==> src/hdl/cns_pkg.sv <==
package cns_pkg;

   // Field widths of the channels and the configuration port.
   localparam int SAMPLE_W    = 16;
   localparam int OUT_W       = 18;
   localparam int COEF_W      = 17;
   localparam int MODE_W      = 2;
   localparam int CSR_INDEX_W = 2;

   // The pink accumulator is four bits wider than a sample, for the largest stage count.
   localparam int PINK_SUM_W = SAMPLE_W + 4;

   // Shared multiplier operand and product widths.
   localparam int MUL_W  = 32;
   localparam int PROD_W = 64;

   // Register indexes.
   localparam logic [CSR_INDEX_W-1:0] CSR_NOISE_MODE   = 2'd0;
   localparam logic [CSR_INDEX_W-1:0] CSR_OUTPUT_GAIN  = 2'd1;
   localparam logic [CSR_INDEX_W-1:0] CSR_FILTER_ALPHA = 2'd2;

   // Noise mode codes. Any other code behaves as white.
   localparam logic [MODE_W-1:0] MODE_WHITE = 2'd0;
   localparam logic [MODE_W-1:0] MODE_PINK  = 2'd1;
   localparam logic [MODE_W-1:0] MODE_BROWN = 2'd2;

   // Register reset values.
   localparam logic [COEF_W-1:0] GAIN_RESET  = 17'd32768;
   localparam logic [COEF_W-1:0] ALPHA_RESET = 17'd8173;

   typedef struct packed {
      logic start;
      logic step;
   } pink_ctrl_type;

   typedef struct packed {
      logic last;
   } pink_stat_type;

endpackage

==> src/hdl/cns_req_if.sv <==
interface cns_req_if;
   import cns_pkg::*;

   logic                       valid;
   logic                       ready;
   logic signed [SAMPLE_W-1:0] white_sample;

   modport source (output valid, output white_sample, input ready);
   modport sink (input valid, input white_sample, output ready);

endinterface

==> src/hdl/cns_rsp_if.sv <==
interface cns_rsp_if;
   import cns_pkg::*;

   logic                    valid;
   logic                    ready;
   logic signed [OUT_W-1:0] raw_sample;
   logic signed [OUT_W-1:0] filtered_sample;

   modport source (output valid, output raw_sample, output filtered_sample, input ready);
   modport sink (input valid, input raw_sample, input filtered_sample, output ready);

endinterface

==> src/hdl/colored_noise_shaper.sv <==
// Channel   Direction  Transfer when        Payload
// req_chan  in         valid && ready       white_sample (Q1.15)
// rsp_chan  out        valid && ready       raw_sample, filtered_sample (Q2.15)
// csr_*     in         csr_write            csr_index, csr_data
//
// An item passes S_GAIN, S_RAW, S_ALPHA and S_LOW in white mode (and mode three), after
// S_BROWN_X to S_BROWN_T in brown mode and after one S_PINK per stage and S_PINK_SUM in
// pink mode. S_LOW holds while the output register is full; req_chan.ready is high again after it.
// The time taken is set by the single shared multiplier, which every step of the gain,
// low-pass and brown divide passes through, and by the pink stage walk, one stage
// per cycle through one adder.
// Reset is synchronous and active high; it clears the pink stages, phase, brown and
// low-pass levels and loads the register reset values. No clearing pass is needed.
// A finished result waits in the output register; a new item is accepted meanwhile,
// and only its last step holds until the output register is free.
module colored_noise_shaper #(
   parameter int PINK_STAGES = 8
) (
   input  logic                                 clock,
   input  logic                                 reset,
   cns_req_if.sink                              req_chan,
   cns_rsp_if.source                            rsp_chan,
   input  logic                                 csr_write,
   input  logic [cns_pkg::CSR_INDEX_W-1:0]      csr_index,
   input  logic [cns_pkg::COEF_W-1:0]           csr_data
);
   import cns_pkg::*;

   // Internal widths. The brown level is Q1.22, the low-pass level Q2.21.
   localparam int LEVEL_W    = 24;
   localparam int LP_W       = 24;
   localparam int LPS_W      = LP_W + 3;
   localparam int SHAPED_W   = 19;
   localparam int DIFF_W     = 25;
   localparam int RAW_FULL_W = 24;

   localparam int FRAC_SHIFT  = 16;   // Q0.16 coefficient scaling
   localparam int PINK_SHIFT  = 3;    // pink sum divided by eight
   localparam int WHITE_SHIFT = 7;    // Q1.15 sample into Q1.22
   localparam int BROWN_SHIFT = 8;    // 3.5 * level, Q1.22 down to Q.15
   localparam int LP_SHIFT    = 6;    // Q2.15 to Q2.21 and back
   localparam int DIV_SHIFT   = 36;

   // The brown update is floor((50 * level + 128 * w) / 51). The quotient is
   // estimated with a reciprocal, ceil(2^36 / 51), and corrected by one step.
   localparam logic signed [MUL_W-1:0] BROWN_KEEP  = 32'sd50;
   localparam logic signed [MUL_W-1:0] BROWN_DIV   = 32'sd51;
   localparam logic signed [MUL_W-1:0] BROWN_RECIP = 32'sd1347440721;
   localparam logic signed [MUL_W-1:0] BROWN_OUT   = 32'sd7;

   localparam logic signed [RAW_FULL_W-1:0] RAW_HI =
      {{(RAW_FULL_W - OUT_W + 1){1'b0}}, {(OUT_W - 1){1'b1}}};
   localparam logic signed [RAW_FULL_W-1:0] RAW_LO = ~RAW_HI;
   localparam logic signed [LPS_W-1:0] LP_HI =
      {{(LPS_W - LP_W + 1){1'b0}}, {(LP_W - 1){1'b1}}};
   localparam logic signed [LPS_W-1:0] LP_LO = ~LP_HI;

   typedef enum logic [3:0] {
      S_IDLE,
      S_PINK,
      S_PINK_SUM,
      S_BROWN_X,
      S_BROWN_Q,
      S_BROWN_R,
      S_BROWN_C,
      S_BROWN_S,
      S_BROWN_T,
      S_GAIN,
      S_RAW,
      S_ALPHA,
      S_LOW
   } state_type;

   // Configuration registers.
   logic [MODE_W-1:0] mode_ff;
   logic [COEF_W-1:0] gain_ff;
   logic [COEF_W-1:0] alpha_ff;

   // Sequencer and the state of the shaping filters.
   state_type                 state_ff, state_in;
   logic                      rsp_valid_ff, rsp_valid_in;
   logic signed [LEVEL_W-1:0] level_ff, level_in;
   logic signed [LP_W-1:0]    lp_ff, lp_in;

   // Working registers of one item.
   logic signed [SAMPLE_W-1:0] white_ff, white_in;
   logic signed [MUL_W-1:0]    x_ff, x_in;
   logic signed [MUL_W-1:0]    q_ff, q_in;
   logic signed [SHAPED_W-1:0] shaped_ff, shaped_in;
   logic signed [OUT_W-1:0]    raw_ff, raw_in;
   logic signed [DIFF_W-1:0]   diff_ff, diff_in;
   logic signed [OUT_W-1:0]    rsp_raw_ff, rsp_raw_in;
   logic signed [OUT_W-1:0]    rsp_filt_ff, rsp_filt_in;

   // Shared multiplier and its operand selection.
   logic signed [MUL_W-1:0]  mul_a, mul_b;
   logic signed [PROD_W-1:0] mul_product;

   // Pink stage bank.
   pink_ctrl_type                pink_ctrl;
   pink_stat_type                pink_stat;
   logic signed [PINK_SUM_W-1:0] pink_sum;

   // Arithmetic taken from the multiplier product.
   logic                          req_fire;
   logic                          out_free;
   logic signed [MUL_W-1:0]       q_est;
   logic signed [MUL_W-1:0]       rem;
   logic signed [RAW_FULL_W-1:0]  raw_full;
   logic signed [OUT_W-1:0]       raw_sat;
   logic signed [LPS_W-1:0]       lp_sum;
   logic signed [LP_W-1:0]        lp_new;

   assign req_fire = req_chan.valid && req_chan.ready;
   assign out_free = !rsp_valid_ff || rsp_chan.ready;

   assign req_chan.ready           = (state_ff == S_IDLE);
   assign rsp_chan.valid           = rsp_valid_ff;
   assign rsp_chan.raw_sample      = rsp_raw_ff;
   assign rsp_chan.filtered_sample = rsp_filt_ff;

   // Configuration writes; an index beyond the register list is ignored.
   always_ff @(posedge clock) begin
      if (reset) begin
         mode_ff  <= MODE_WHITE;
         gain_ff  <= GAIN_RESET;
         alpha_ff <= ALPHA_RESET;
      end else if (csr_write) begin
         unique case (csr_index)
            CSR_NOISE_MODE:   mode_ff  <= csr_data[MODE_W-1:0];
            CSR_OUTPUT_GAIN:  gain_ff  <= csr_data;
            CSR_FILTER_ALPHA: alpha_ff <= csr_data;
            default: ;
         endcase
      end
   end

   cns_mult u_mult (
      .clock   (clock),
      .op_a    (mul_a),
      .op_b    (mul_b),
      .product (mul_product)
   );

   assign pink_ctrl.start = req_fire && (mode_ff == MODE_PINK);
   assign pink_ctrl.step  = (state_ff == S_PINK);

   cns_pink #(
      .STAGES (PINK_STAGES)
   ) u_pink (
      .clock        (clock),
      .reset        (reset),
      .ctrl         (pink_ctrl),
      .white_sample (white_ff),
      .stat         (pink_stat),
      .sum          (pink_sum)
   );

   // The multiplier is fed every cycle. While idle it already forms 50 * level,
   // which is the first product a brown item needs.
   always_comb begin
      unique case (state_ff)
         S_BROWN_Q: begin
            mul_a = x_ff;
            mul_b = BROWN_RECIP;
         end
         S_BROWN_R: begin
            mul_a = q_est;
            mul_b = BROWN_DIV;
         end
         S_BROWN_S: begin
            mul_a = MUL_W'(level_ff);
            mul_b = BROWN_OUT;
         end
         S_GAIN: begin
            mul_a = MUL_W'(shaped_ff);
            mul_b = MUL_W'(gain_ff);
         end
         S_ALPHA, S_LOW: begin
            // S_LOW keeps the same operands so the product holds during a stall.
            mul_a = MUL_W'(diff_ff);
            mul_b = MUL_W'(alpha_ff);
         end
         default: begin
            mul_a = MUL_W'(level_ff);
            mul_b = BROWN_KEEP;
         end
      endcase
   end

   // Quotient estimate, floor or one below floor, and the remainder check.
   assign q_est = MUL_W'(mul_product >>> DIV_SHIFT);
   assign rem   = x_ff - MUL_W'(mul_product);

   // Gain product back to Q2.15 with saturation.
   assign raw_full = RAW_FULL_W'(mul_product >>> FRAC_SHIFT);
   always_comb begin
      if (raw_full > RAW_HI) begin
         raw_sat = OUT_W'(RAW_HI);
      end else if (raw_full < RAW_LO) begin
         raw_sat = OUT_W'(RAW_LO);
      end else begin
         raw_sat = OUT_W'(raw_full);
      end
   end

   // Low-pass step with saturation of the level.
   assign lp_sum = LPS_W'(lp_ff) + LPS_W'(mul_product >>> FRAC_SHIFT);
   always_comb begin
      if (lp_sum > LP_HI) begin
         lp_new = LP_W'(LP_HI);
      end else if (lp_sum < LP_LO) begin
         lp_new = LP_W'(LP_LO);
      end else begin
         lp_new = LP_W'(lp_sum);
      end
   end

   always_comb begin
      state_in     = state_ff;
      rsp_valid_in = rsp_valid_ff && !rsp_chan.ready;
      level_in     = level_ff;
      lp_in        = lp_ff;
      white_in     = white_ff;
      x_in         = x_ff;
      q_in         = q_ff;
      shaped_in    = shaped_ff;
      raw_in       = raw_ff;
      diff_in      = diff_ff;
      rsp_raw_in   = rsp_raw_ff;
      rsp_filt_in  = rsp_filt_ff;

      unique case (state_ff)
         S_IDLE: begin
            if (req_fire) begin
               white_in = req_chan.white_sample;
               unique case (mode_ff)
                  MODE_PINK:  state_in = S_PINK;
                  MODE_BROWN: state_in = S_BROWN_X;
                  default: begin
                     shaped_in = SHAPED_W'(req_chan.white_sample);
                     state_in  = S_GAIN;
                  end
               endcase
            end
         end
         S_PINK: begin
            // The stage bank walks one stage per cycle.
            if (pink_stat.last) begin
               state_in = S_PINK_SUM;
            end
         end
         S_PINK_SUM: begin
            shaped_in = SHAPED_W'(pink_sum >>> PINK_SHIFT);
            state_in  = S_GAIN;
         end
         S_BROWN_X: begin
            x_in     = MUL_W'(mul_product) + (MUL_W'(white_ff) <<< WHITE_SHIFT);
            state_in = S_BROWN_Q;
         end
         S_BROWN_Q: begin
            state_in = S_BROWN_R;
         end
         S_BROWN_R: begin
            q_in     = q_est;
            state_in = S_BROWN_C;
         end
         S_BROWN_C: begin
            // The estimate is low by one when the remainder reaches the divisor.
            if (rem >= BROWN_DIV) begin
               level_in = LEVEL_W'(q_ff + MUL_W'(1));
            end else begin
               level_in = LEVEL_W'(q_ff);
            end
            state_in = S_BROWN_S;
         end
         S_BROWN_S: begin
            state_in = S_BROWN_T;
         end
         S_BROWN_T: begin
            shaped_in = SHAPED_W'(mul_product >>> BROWN_SHIFT);
            state_in  = S_GAIN;
         end
         S_GAIN: begin
            state_in = S_RAW;
         end
         S_RAW: begin
            raw_in   = raw_sat;
            diff_in  = (DIFF_W'(raw_sat) <<< LP_SHIFT) - DIFF_W'(lp_ff);
            state_in = S_ALPHA;
         end
         S_ALPHA: begin
            state_in = S_LOW;
         end
         S_LOW: begin
            // The filter state and the result move together, once the output
            // register has room.
            if (out_free) begin
               lp_in        = lp_new;
               rsp_valid_in = 1'b1;
               rsp_raw_in   = raw_ff;
               rsp_filt_in  = OUT_W'(lp_new >>> LP_SHIFT);
               state_in     = S_IDLE;
            end
         end
         default: begin
            state_in = S_IDLE;
         end
      endcase
   end

   always_ff @(posedge clock) begin
      if (reset) begin
         state_ff     <= S_IDLE;
         rsp_valid_ff <= 1'b0;
         level_ff     <= '0;
         lp_ff        <= '0;
      end else begin
         state_ff     <= state_in;
         rsp_valid_ff <= rsp_valid_in;
         level_ff     <= level_in;
         lp_ff        <= lp_in;
      end
   end

   always_ff @(posedge clock) begin
      white_ff    <= white_in;
      x_ff        <= x_in;
      q_ff        <= q_in;
      shaped_ff   <= shaped_in;
      raw_ff      <= raw_in;
      diff_ff     <= diff_in;
      rsp_raw_ff  <= rsp_raw_in;
      rsp_filt_ff <= rsp_filt_in;
   end

endmodule

==> src/hdl/cns_mult.sv <==
module cns_mult (
   input  logic                               clock,
   input  logic signed [cns_pkg::MUL_W-1:0]   op_a,
   input  logic signed [cns_pkg::MUL_W-1:0]   op_b,
   output logic signed [cns_pkg::PROD_W-1:0]  product
);
   import cns_pkg::*;

   logic signed [PROD_W-1:0] product_ff;
   logic signed [PROD_W-1:0] product_in;

   // Full signed product; operands are sign-extended to the product width.
   assign product_in = PROD_W'(op_a) * PROD_W'(op_b);

   always_ff @(posedge clock) begin
      product_ff <= product_in;
   end

   assign product = product_ff;

endmodule

==> src/hdl/cns_pink.sv <==
module cns_pink #(
   parameter int STAGES = 8
) (
   input  logic                                  clock,
   input  logic                                  reset,
   input  cns_pkg::pink_ctrl_type                ctrl,
   input  logic signed [cns_pkg::SAMPLE_W-1:0]   white_sample,
   output cns_pkg::pink_stat_type                stat,
   output logic signed [cns_pkg::PINK_SUM_W-1:0] sum
);
   import cns_pkg::*;

   localparam int IDX_W = (STAGES > 1) ? $clog2(STAGES) : 1;

   logic [STAGES-1:0]            phase_ff, phase_in;
   logic [IDX_W-1:0]             idx_ff, idx_in;
   logic signed [PINK_SUM_W-1:0] sum_ff, sum_in;
   logic signed [SAMPLE_W-1:0]   stage_ff [STAGES];
   logic                         reload;
   logic signed [SAMPLE_W-1:0]   term;

   // A stage takes the new sample when its phase bit is clear.
   assign reload = !phase_ff[idx_ff];
   assign term   = reload ? white_sample : stage_ff[idx_ff];

   always_comb begin
      phase_in = phase_ff;
      idx_in   = idx_ff;
      sum_in   = sum_ff;
      if (ctrl.start) begin
         phase_in = phase_ff + STAGES'(1);
         idx_in   = '0;
         sum_in   = '0;
      end else if (ctrl.step) begin
         idx_in = idx_ff + IDX_W'(1);
         sum_in = sum_ff + PINK_SUM_W'(term);
      end
   end

   always_ff @(posedge clock) begin
      if (reset) begin
         phase_ff <= '0;
         idx_ff   <= '0;
         sum_ff   <= '0;
         for (int i = 0; i < STAGES; i++) begin
            stage_ff[i] <= '0;
         end
      end else begin
         phase_ff <= phase_in;
         idx_ff   <= idx_in;
         sum_ff   <= sum_in;
         if (ctrl.step && reload) begin
            stage_ff[idx_ff] <= white_sample;
         end
      end
   end

   assign stat.last = (idx_ff == IDX_W'(STAGES - 1));
   assign sum       = sum_ff;

endmodule

==> src/flat_wrapper.sv <==
// flat-port wrapper written by rule: the top's interface ports become plain ports
module colored_noise_shaper_flat import cns_pkg::*;
#(
   parameter int PINK_STAGES = 8
)
  (clock, reset, csr_write, csr_index, csr_data, req_chan_valid, req_chan_white_sample, req_chan_ready, rsp_chan_valid, rsp_chan_raw_sample, rsp_chan_filtered_sample, rsp_chan_ready);
  cns_req_if req_chan_i ();
  cns_rsp_if rsp_chan_i ();
  input  logic clock;
  input  logic reset;
  input  logic csr_write;
  input  logic [cns_pkg::CSR_INDEX_W-1:0] csr_index;
  input  logic [cns_pkg::COEF_W-1:0] csr_data;
  input wire logic [$bits(req_chan_i.valid)-1:0] req_chan_valid;
  input wire logic [$bits(req_chan_i.white_sample)-1:0] req_chan_white_sample;
  output wire logic [$bits(req_chan_i.ready)-1:0] req_chan_ready;
  output wire logic [$bits(rsp_chan_i.valid)-1:0] rsp_chan_valid;
  output wire logic [$bits(rsp_chan_i.raw_sample)-1:0] rsp_chan_raw_sample;
  output wire logic [$bits(rsp_chan_i.filtered_sample)-1:0] rsp_chan_filtered_sample;
  input wire logic [$bits(rsp_chan_i.ready)-1:0] rsp_chan_ready;
  assign req_chan_i.valid = req_chan_valid;
  assign req_chan_i.white_sample = req_chan_white_sample;
  assign req_chan_ready = req_chan_i.ready;
  assign rsp_chan_valid = rsp_chan_i.valid;
  assign rsp_chan_raw_sample = rsp_chan_i.raw_sample;
  assign rsp_chan_filtered_sample = rsp_chan_i.filtered_sample;
  assign rsp_chan_i.ready = rsp_chan_ready;
  colored_noise_shaper #(.PINK_STAGES(PINK_STAGES)) u_core (.clock(clock), .reset(reset), .req_chan(req_chan_i), .rsp_chan(rsp_chan_i), .csr_write(csr_write), .csr_index(csr_index), .csr_data(csr_data));
endmodule
==> config.mk <==
export PLATFORM = sky130hd
export DESIGN_NAME = colored_noise_shaper_flat
export DESIGN_NICKNAME = d
export VERILOG_FILES = /design/src/hdl/cns_pkg.sv /design/src/hdl/cns_req_if.sv /design/src/hdl/cns_rsp_if.sv /design/src/hdl/colored_noise_shaper.sv /design/src/hdl/cns_mult.sv /design/src/hdl/cns_pink.sv /design/src/flat_wrapper.sv
export SDC_FILE = /design/constraint.sdc
export NUM_CORES = 2
export LEC_CHECK = 0
export ABC_AREA = 0
export BUFFER_PORTS_ARGS = -buffer_cell sky130_fd_sc_hd__buf_2
export CORE_MARGIN = 2
export CORE_UTILIZATION = 35
export CTS_CLUSTER_DIAMETER = 50
export CTS_CLUSTER_SIZE = 24
export DETAILED_ROUTE_END_ITERATION = 12
export PLACE_DENSITY = 0.48
export SKIP_LAST_GASP = 1
export SLEW_MARGIN = 20
export SYNTH_ARGS = -nofsm -noshare
export SYNTH_HDL_FRONTEND = slang
export SYNTH_SLANG_ARGS = --single-unit
==> constraint.sdc <==
create_clock -name clock -period 11.4 [get_ports clock]
set_input_delay 0 -clock clock [delete_from_list [all_inputs] [get_ports clock]]
set_output_delay 0 -clock clock [all_outputs]
set_load 0.02 [all_outputs]
==> summary.log <==
INFO  outcome        result_of_the_run=complete, no violations
INFO  sta            fin_tns_setup=0ns
INFO  final_layout   nets=6,343
INFO  setup_path     path_common_cell=fa_1
INFO  power_and_ir_drop power.ir.vdd_worst=134uV
INFO  clocking       cts_max_path_buffers=3
INFO  setup_path     critPathMaxStageDelay=0.78ns
INFO  synth          synth.distinct_cells=88
INFO  setup_path     worst-endpoint-required=12.00ns
INFO  place          dp_worst_setup_slack=0.246ns
INFO  worst_hold_path worst_hold_path_type=in2reg
INFO  clocking       clk-insertion-delay-late=0.67ns
INFO  die            die_w=382microns
INFO  clocking       cts_buf_count=55
INFO  worst_hold_path worst_hold_path.num_cells=2
INFO  drt            drt-wirelength-per-cell=21.5microns
INFO  synth          synth-async-reset-ratio=0%
INFO  die            die_y=382microns
INFO  synth          avgSynthCellArea=9.74squm
INFO  synth          synth-main-ff-cell=edfxtp_1
INFO  job            max_cap_viol=0
INFO  drt            routed_wirelength=154,000microns
INFO  sta            top_achievable_clock_speed=0.0916GHz
INFO  synth          synth_top_family_by_area=adder cells
INFO  grt            grt.overflow.total=0
INFO  sta            postLayoutSetupSlackWorst=0.484ns
INFO  power_and_ir_drop power_leakage=24.9nW
INFO  final_layout   fin_util=39.2%
INFO  synth          synth_seq_cells=485
INFO  synth          synth_edf_count=298
INFO  setup_path     critical_path.max_fanout=27
INFO  setup_path     worst_path_max_delay_cell=dfxtp_1
INFO  clocking       cts_htree_levels=2
INFO  final_layout   layout_overhead_on_the_synthesized_area=10.9%
INFO  setup_path     critical_path_class=reg2reg
INFO  die            fp.dieArea=146,000squm
INFO  grt            grt_use_total=21.3%
INFO  place          post-place-cells=7,010
INFO  synth          synth_cells=5,134
INFO  drt            vias_per_cell=5.08
INFO  setup_path     rrSetupSlack=0.48ns
INFO  setup_path     cp.arrival=11.51ns
INFO  sta            worst_slew_margin_rel=22.7%
INFO  setup_path     worstRegToRegCells=35
INFO  sta            setup-violations-final=0
INFO  sta            rsz_0062_raised_after_global_routing=no
INFO  place          gp_routability_congestion=0.882
INFO  grt            grt_pass1_vias=37,300
INFO  worst_hold_path min_from=req_chan_white_sample[1]
INFO  worst_hold_path hold_path_end=u_core.white_ff[1]
INFO  synth          synth_area=50,000squm
INFO  synth          synth_simple_gate_area_share=14.2%
INFO  synth          synth_nets=6,257
INFO  setup_path     worstSetupStartpointType=flip-flop
INFO  clocking       cts.clk_slew.worst_paths=0.07ns
INFO  drt            detail_route.drc_violations=0
INFO  final_layout   fin_cells=7,157
INFO  power_and_ir_drop powerDensity=200nW/um^2
INFO  sta            maxSlewViolCount=0
INFO  sta            setup_skew=0.0840ns
INFO  die            core_area=142,000squm
INFO  drt            drtAntennaViolNets=0
INFO  place          port-buffer-count=77
INFO  clocking       cts_root_buffer=clkbuf_16
INFO  drt            drt_first_pass_iters=7
INFO  final_layout   final.fill_count=14,200
INFO  grt            grt_pass1_wl=236,000microns
INFO  grt            grt_antenna_before_repair=8
INFO  sta            max_slew.worst_pin.slew=1.15ns
INFO  place          dp_hpwl=124,000microns
INFO  grt            grt_max_degree=62
INFO  clocking       cts_tree=yes
INFO  drt            via_count=36,400
INFO  clocking       cts_num_sinks=485
INFO  sta            finalHoldViolations=0
INFO  die            floorplan.initialDensity=35.3%
INFO  sta            finalCritPeriodShare=95.8%
INFO  synth          muxShareOfSynthArea=2.19%
INFO  sta            min_period=10.92ns
INFO  final_layout   share_of_layout_cells_above_drive_strength_1=7.80%
INFO  die            placementRows=138
INFO  setup_path     timing.rr.start=u_core.state_ff[0]
INFO  synth          warning_count_from_the_yosys_run=0
INFO  synth          arithmetic_cell_share_of_the_synthesized_area_counting_full_adders_half_adders_and_majority_gates=37.5%
INFO  synth          synth_xor_xnor_area_share=3.05%
INFO  setup_path     setup.worst_path.end_class=flip-flop
INFO  synth          synth_compound_area_share=9.89%
INFO  setup_path     timing.rr.end=u_core.u_mult.product[63]
INFO  drt            drt_first_iter_violations=2,665
INFO  die            ios=78
INFO  synth          synth_seq_area_share=25.4%
critical path, delay by kind of cell, from the launching register on:
kind,cells,cell delay [ns]
flops,1,0.78
buf+inv,7,1.10
fa+ha+maj,9,3.95
compound gates,12,3.40
simple gates,6,1.43
xor+xnor,1,0.13
repair_timing:
item | in CTS | in global routing
hold buffers | 40 | 0
endpoints found under the hold margin | 101 | 0
setup buffers | 0 | 3
setup endpoints to repair | 0 | 10
gates resized for setup | 0 | 1
through the flow:
stage	total power [mW]	hold slack (ns)	instance area, sq um
global route	11.9	0.104	55400
finish	11.1	0.114	55400
floorplan	6.98	0.0989	50000
CTS	11.1	0.0869	55400
detailed placement	9.12	0.232	53000
global placement	9.12	0.228	53000
state kept, by name, indices dropped and copies added (netlist names), named ones only:
| register | flops |
|---|---|
| u_core.rsp_chan.valid | 1 |
| u_core.gain_ff | 17 |
| u_core.u_mult.product | 64 |
| u_core.level_ff | 24 |
| u_core.diff_ff | 25 |
| u_core.u_pink.idx_ff | 3 |
| u_core.mode_ff | 2 |
| u_core.u_pink.sum | 20 |
| u_core.shaped_ff | 19 |
| u_core.rsp_chan.filtered_sample | 18 |
| u_core.u_pink.stage_ff | 128 |
| u_core.state_ff | 4 |
| u_core.rsp_chan.raw_sample | 18 |
| u_core.lp_ff | 24 |
| u_core.alpha_ff | 17 |
| u_core.raw_ff | 18 |
| u_core.u_pink.phase_ff | 8 |
| u_core.q_ff | 24 |
| u_core.x_ff | 32 |
| u_core.white_ff | 16 |
cell type report:
| type | instances | area, sq um | share of cell area (%) |
|---|---|---|---|
| Antenna cell | 1 | 2.50 | 0.00451 |
| Tap cell | 1890 | 2360 | 4.27 |
| Clock buffer | 63 | 1480 | 2.67 |
| Multi-Input combinational cell | 3612 | 33600 | 60.6 |
| Sequential cell | 485 | 12700 | 22.9 |
| Inverter | 837 | 3140 | 5.67 |
| Clock inverter | 40 | 468 | 0.844 |
| Timing Repair Buffer | 229 | 1680 | 3.04 |
cells in the final DEF, fill, tap and decap left out, types with 11 or more instances in the layout:
cell | synthesis | layout
buf_2 | 7 | 76
o22ai_1 | 13 | 12
a221oi_1 | 27 | 24
o31ai_1 | 11 | 11
o21ai_1 | 27 | 29
dlygate4sd3_1 | 0 | 40
dfxtp_1 | 187 | 186
nor3_1 | 79 | 73
ha_1 | 392 | 392
a211oi_1 | 19 | 19
xor2_1 | 54 | 54
nand2_1 | 347 | 347
mux4_2 | 33 | 33
nand3_1 | 77 | 77
or3_1 | 22 | 22
and2_1 | 165 | 164
edfxtp_1 | 298 | 298
mux2i_1 | 33 | 33
fa_1 | 691 | 691
or2_2 | 32 | 32
o21a_1 | 51 | 51
o21ai_0 | 117 | 111
xnor2_1 | 115 | 115
a21oi_1 | 229 | 228
a31oi_1 | 32 | 31
nand4_1 | 21 | 21
a22oi_1 | 28 | 22
buf_4 | 1 | 108
o21bai_1 | 18 | 18
nand2b_1 | 100 | 100
inv_1 | 835 | 835
nor2_1 | 591 | 586
nor2b_1 | 23 | 22
clkbuf_16 | 0 | 58
a21o_1 | 75 | 75
and3_1 | 31 | 31
layer usage:
metal,part of all wire (%),track usage [%]
met4,2.0,4.06
met2,46,34.1
met1,47,30.8
met5,0.0052,0
met3,5.2,2.90
how the worst max path moves through the flow:
stage | from | endpoint
global placement | u_core.state_ff[0] | u_core.u_mult.product[56]
global route | u_core.state_ff[0] | u_core.u_mult.product[63]
floorplan | u_core.state_ff[2] | u_core.u_mult.product[56]
CTS | u_core.state_ff[0] | u_core.u_mult.product[56]
finish | u_core.state_ff[0] | u_core.u_mult.product[63]
detailed placement | u_core.state_ff[0] | u_core.u_mult.product[56]
cell families after synthesis:
group / Yosys count
flip-flops: 485
AO/OA/AOI/OAI: 760
adder cells (fa/ha/maj): 1083
buffers and inverters: 1037
XOR/XNOR: 171
multiplexers: 68
AND/OR/NAND/NOR: 1530
where the power goes:
part           internal [mW]  switching [mW]
registers               2.26           0.314
logic                   2.48            4.12
clock network          0.992           0.899
cell usage after synthesis (8+ instances only):
master      n  area, sq um
a22oi_1    28          210
o21a_1     51          383
and2_1    165         1030
ha_1      392         4900
mux4_2     33          743
or3_1      22          138
a211oi_1   19          143
o21ai_0   117          586
edfxtp_1  298         8950
nor2b_1    23          144
nor4_1     10         62.6
fa_1      691        13800
mux2i_1    33          330
o21bai_1   18          135
a21oi_1   229         1150
xor2_1     54          473
clkbuf_1  183          687
xnor2_1   115         1010
nor2_1    591         2220
a31oi_1    32          200
or2_2      32          200
nand2_1   347         1300
o31ai_1    11         82.6
o21ai_1    27          135
dfxtp_1   187         3740
inv_1     835         3130
a21o_1     75          563
nand2b_1  100          626
a221oi_1   27          236
nor3_1     79          395
and3_1     31          194
o211ai_1   10         75.1
buf_1       9         33.8
a21boi_0   10         75.1
a22o_1      8         70.1
o22ai_1    13         81.3
nand4_1    21          131
nand3_1    77          385
Power figures use the tool's default switching activity.
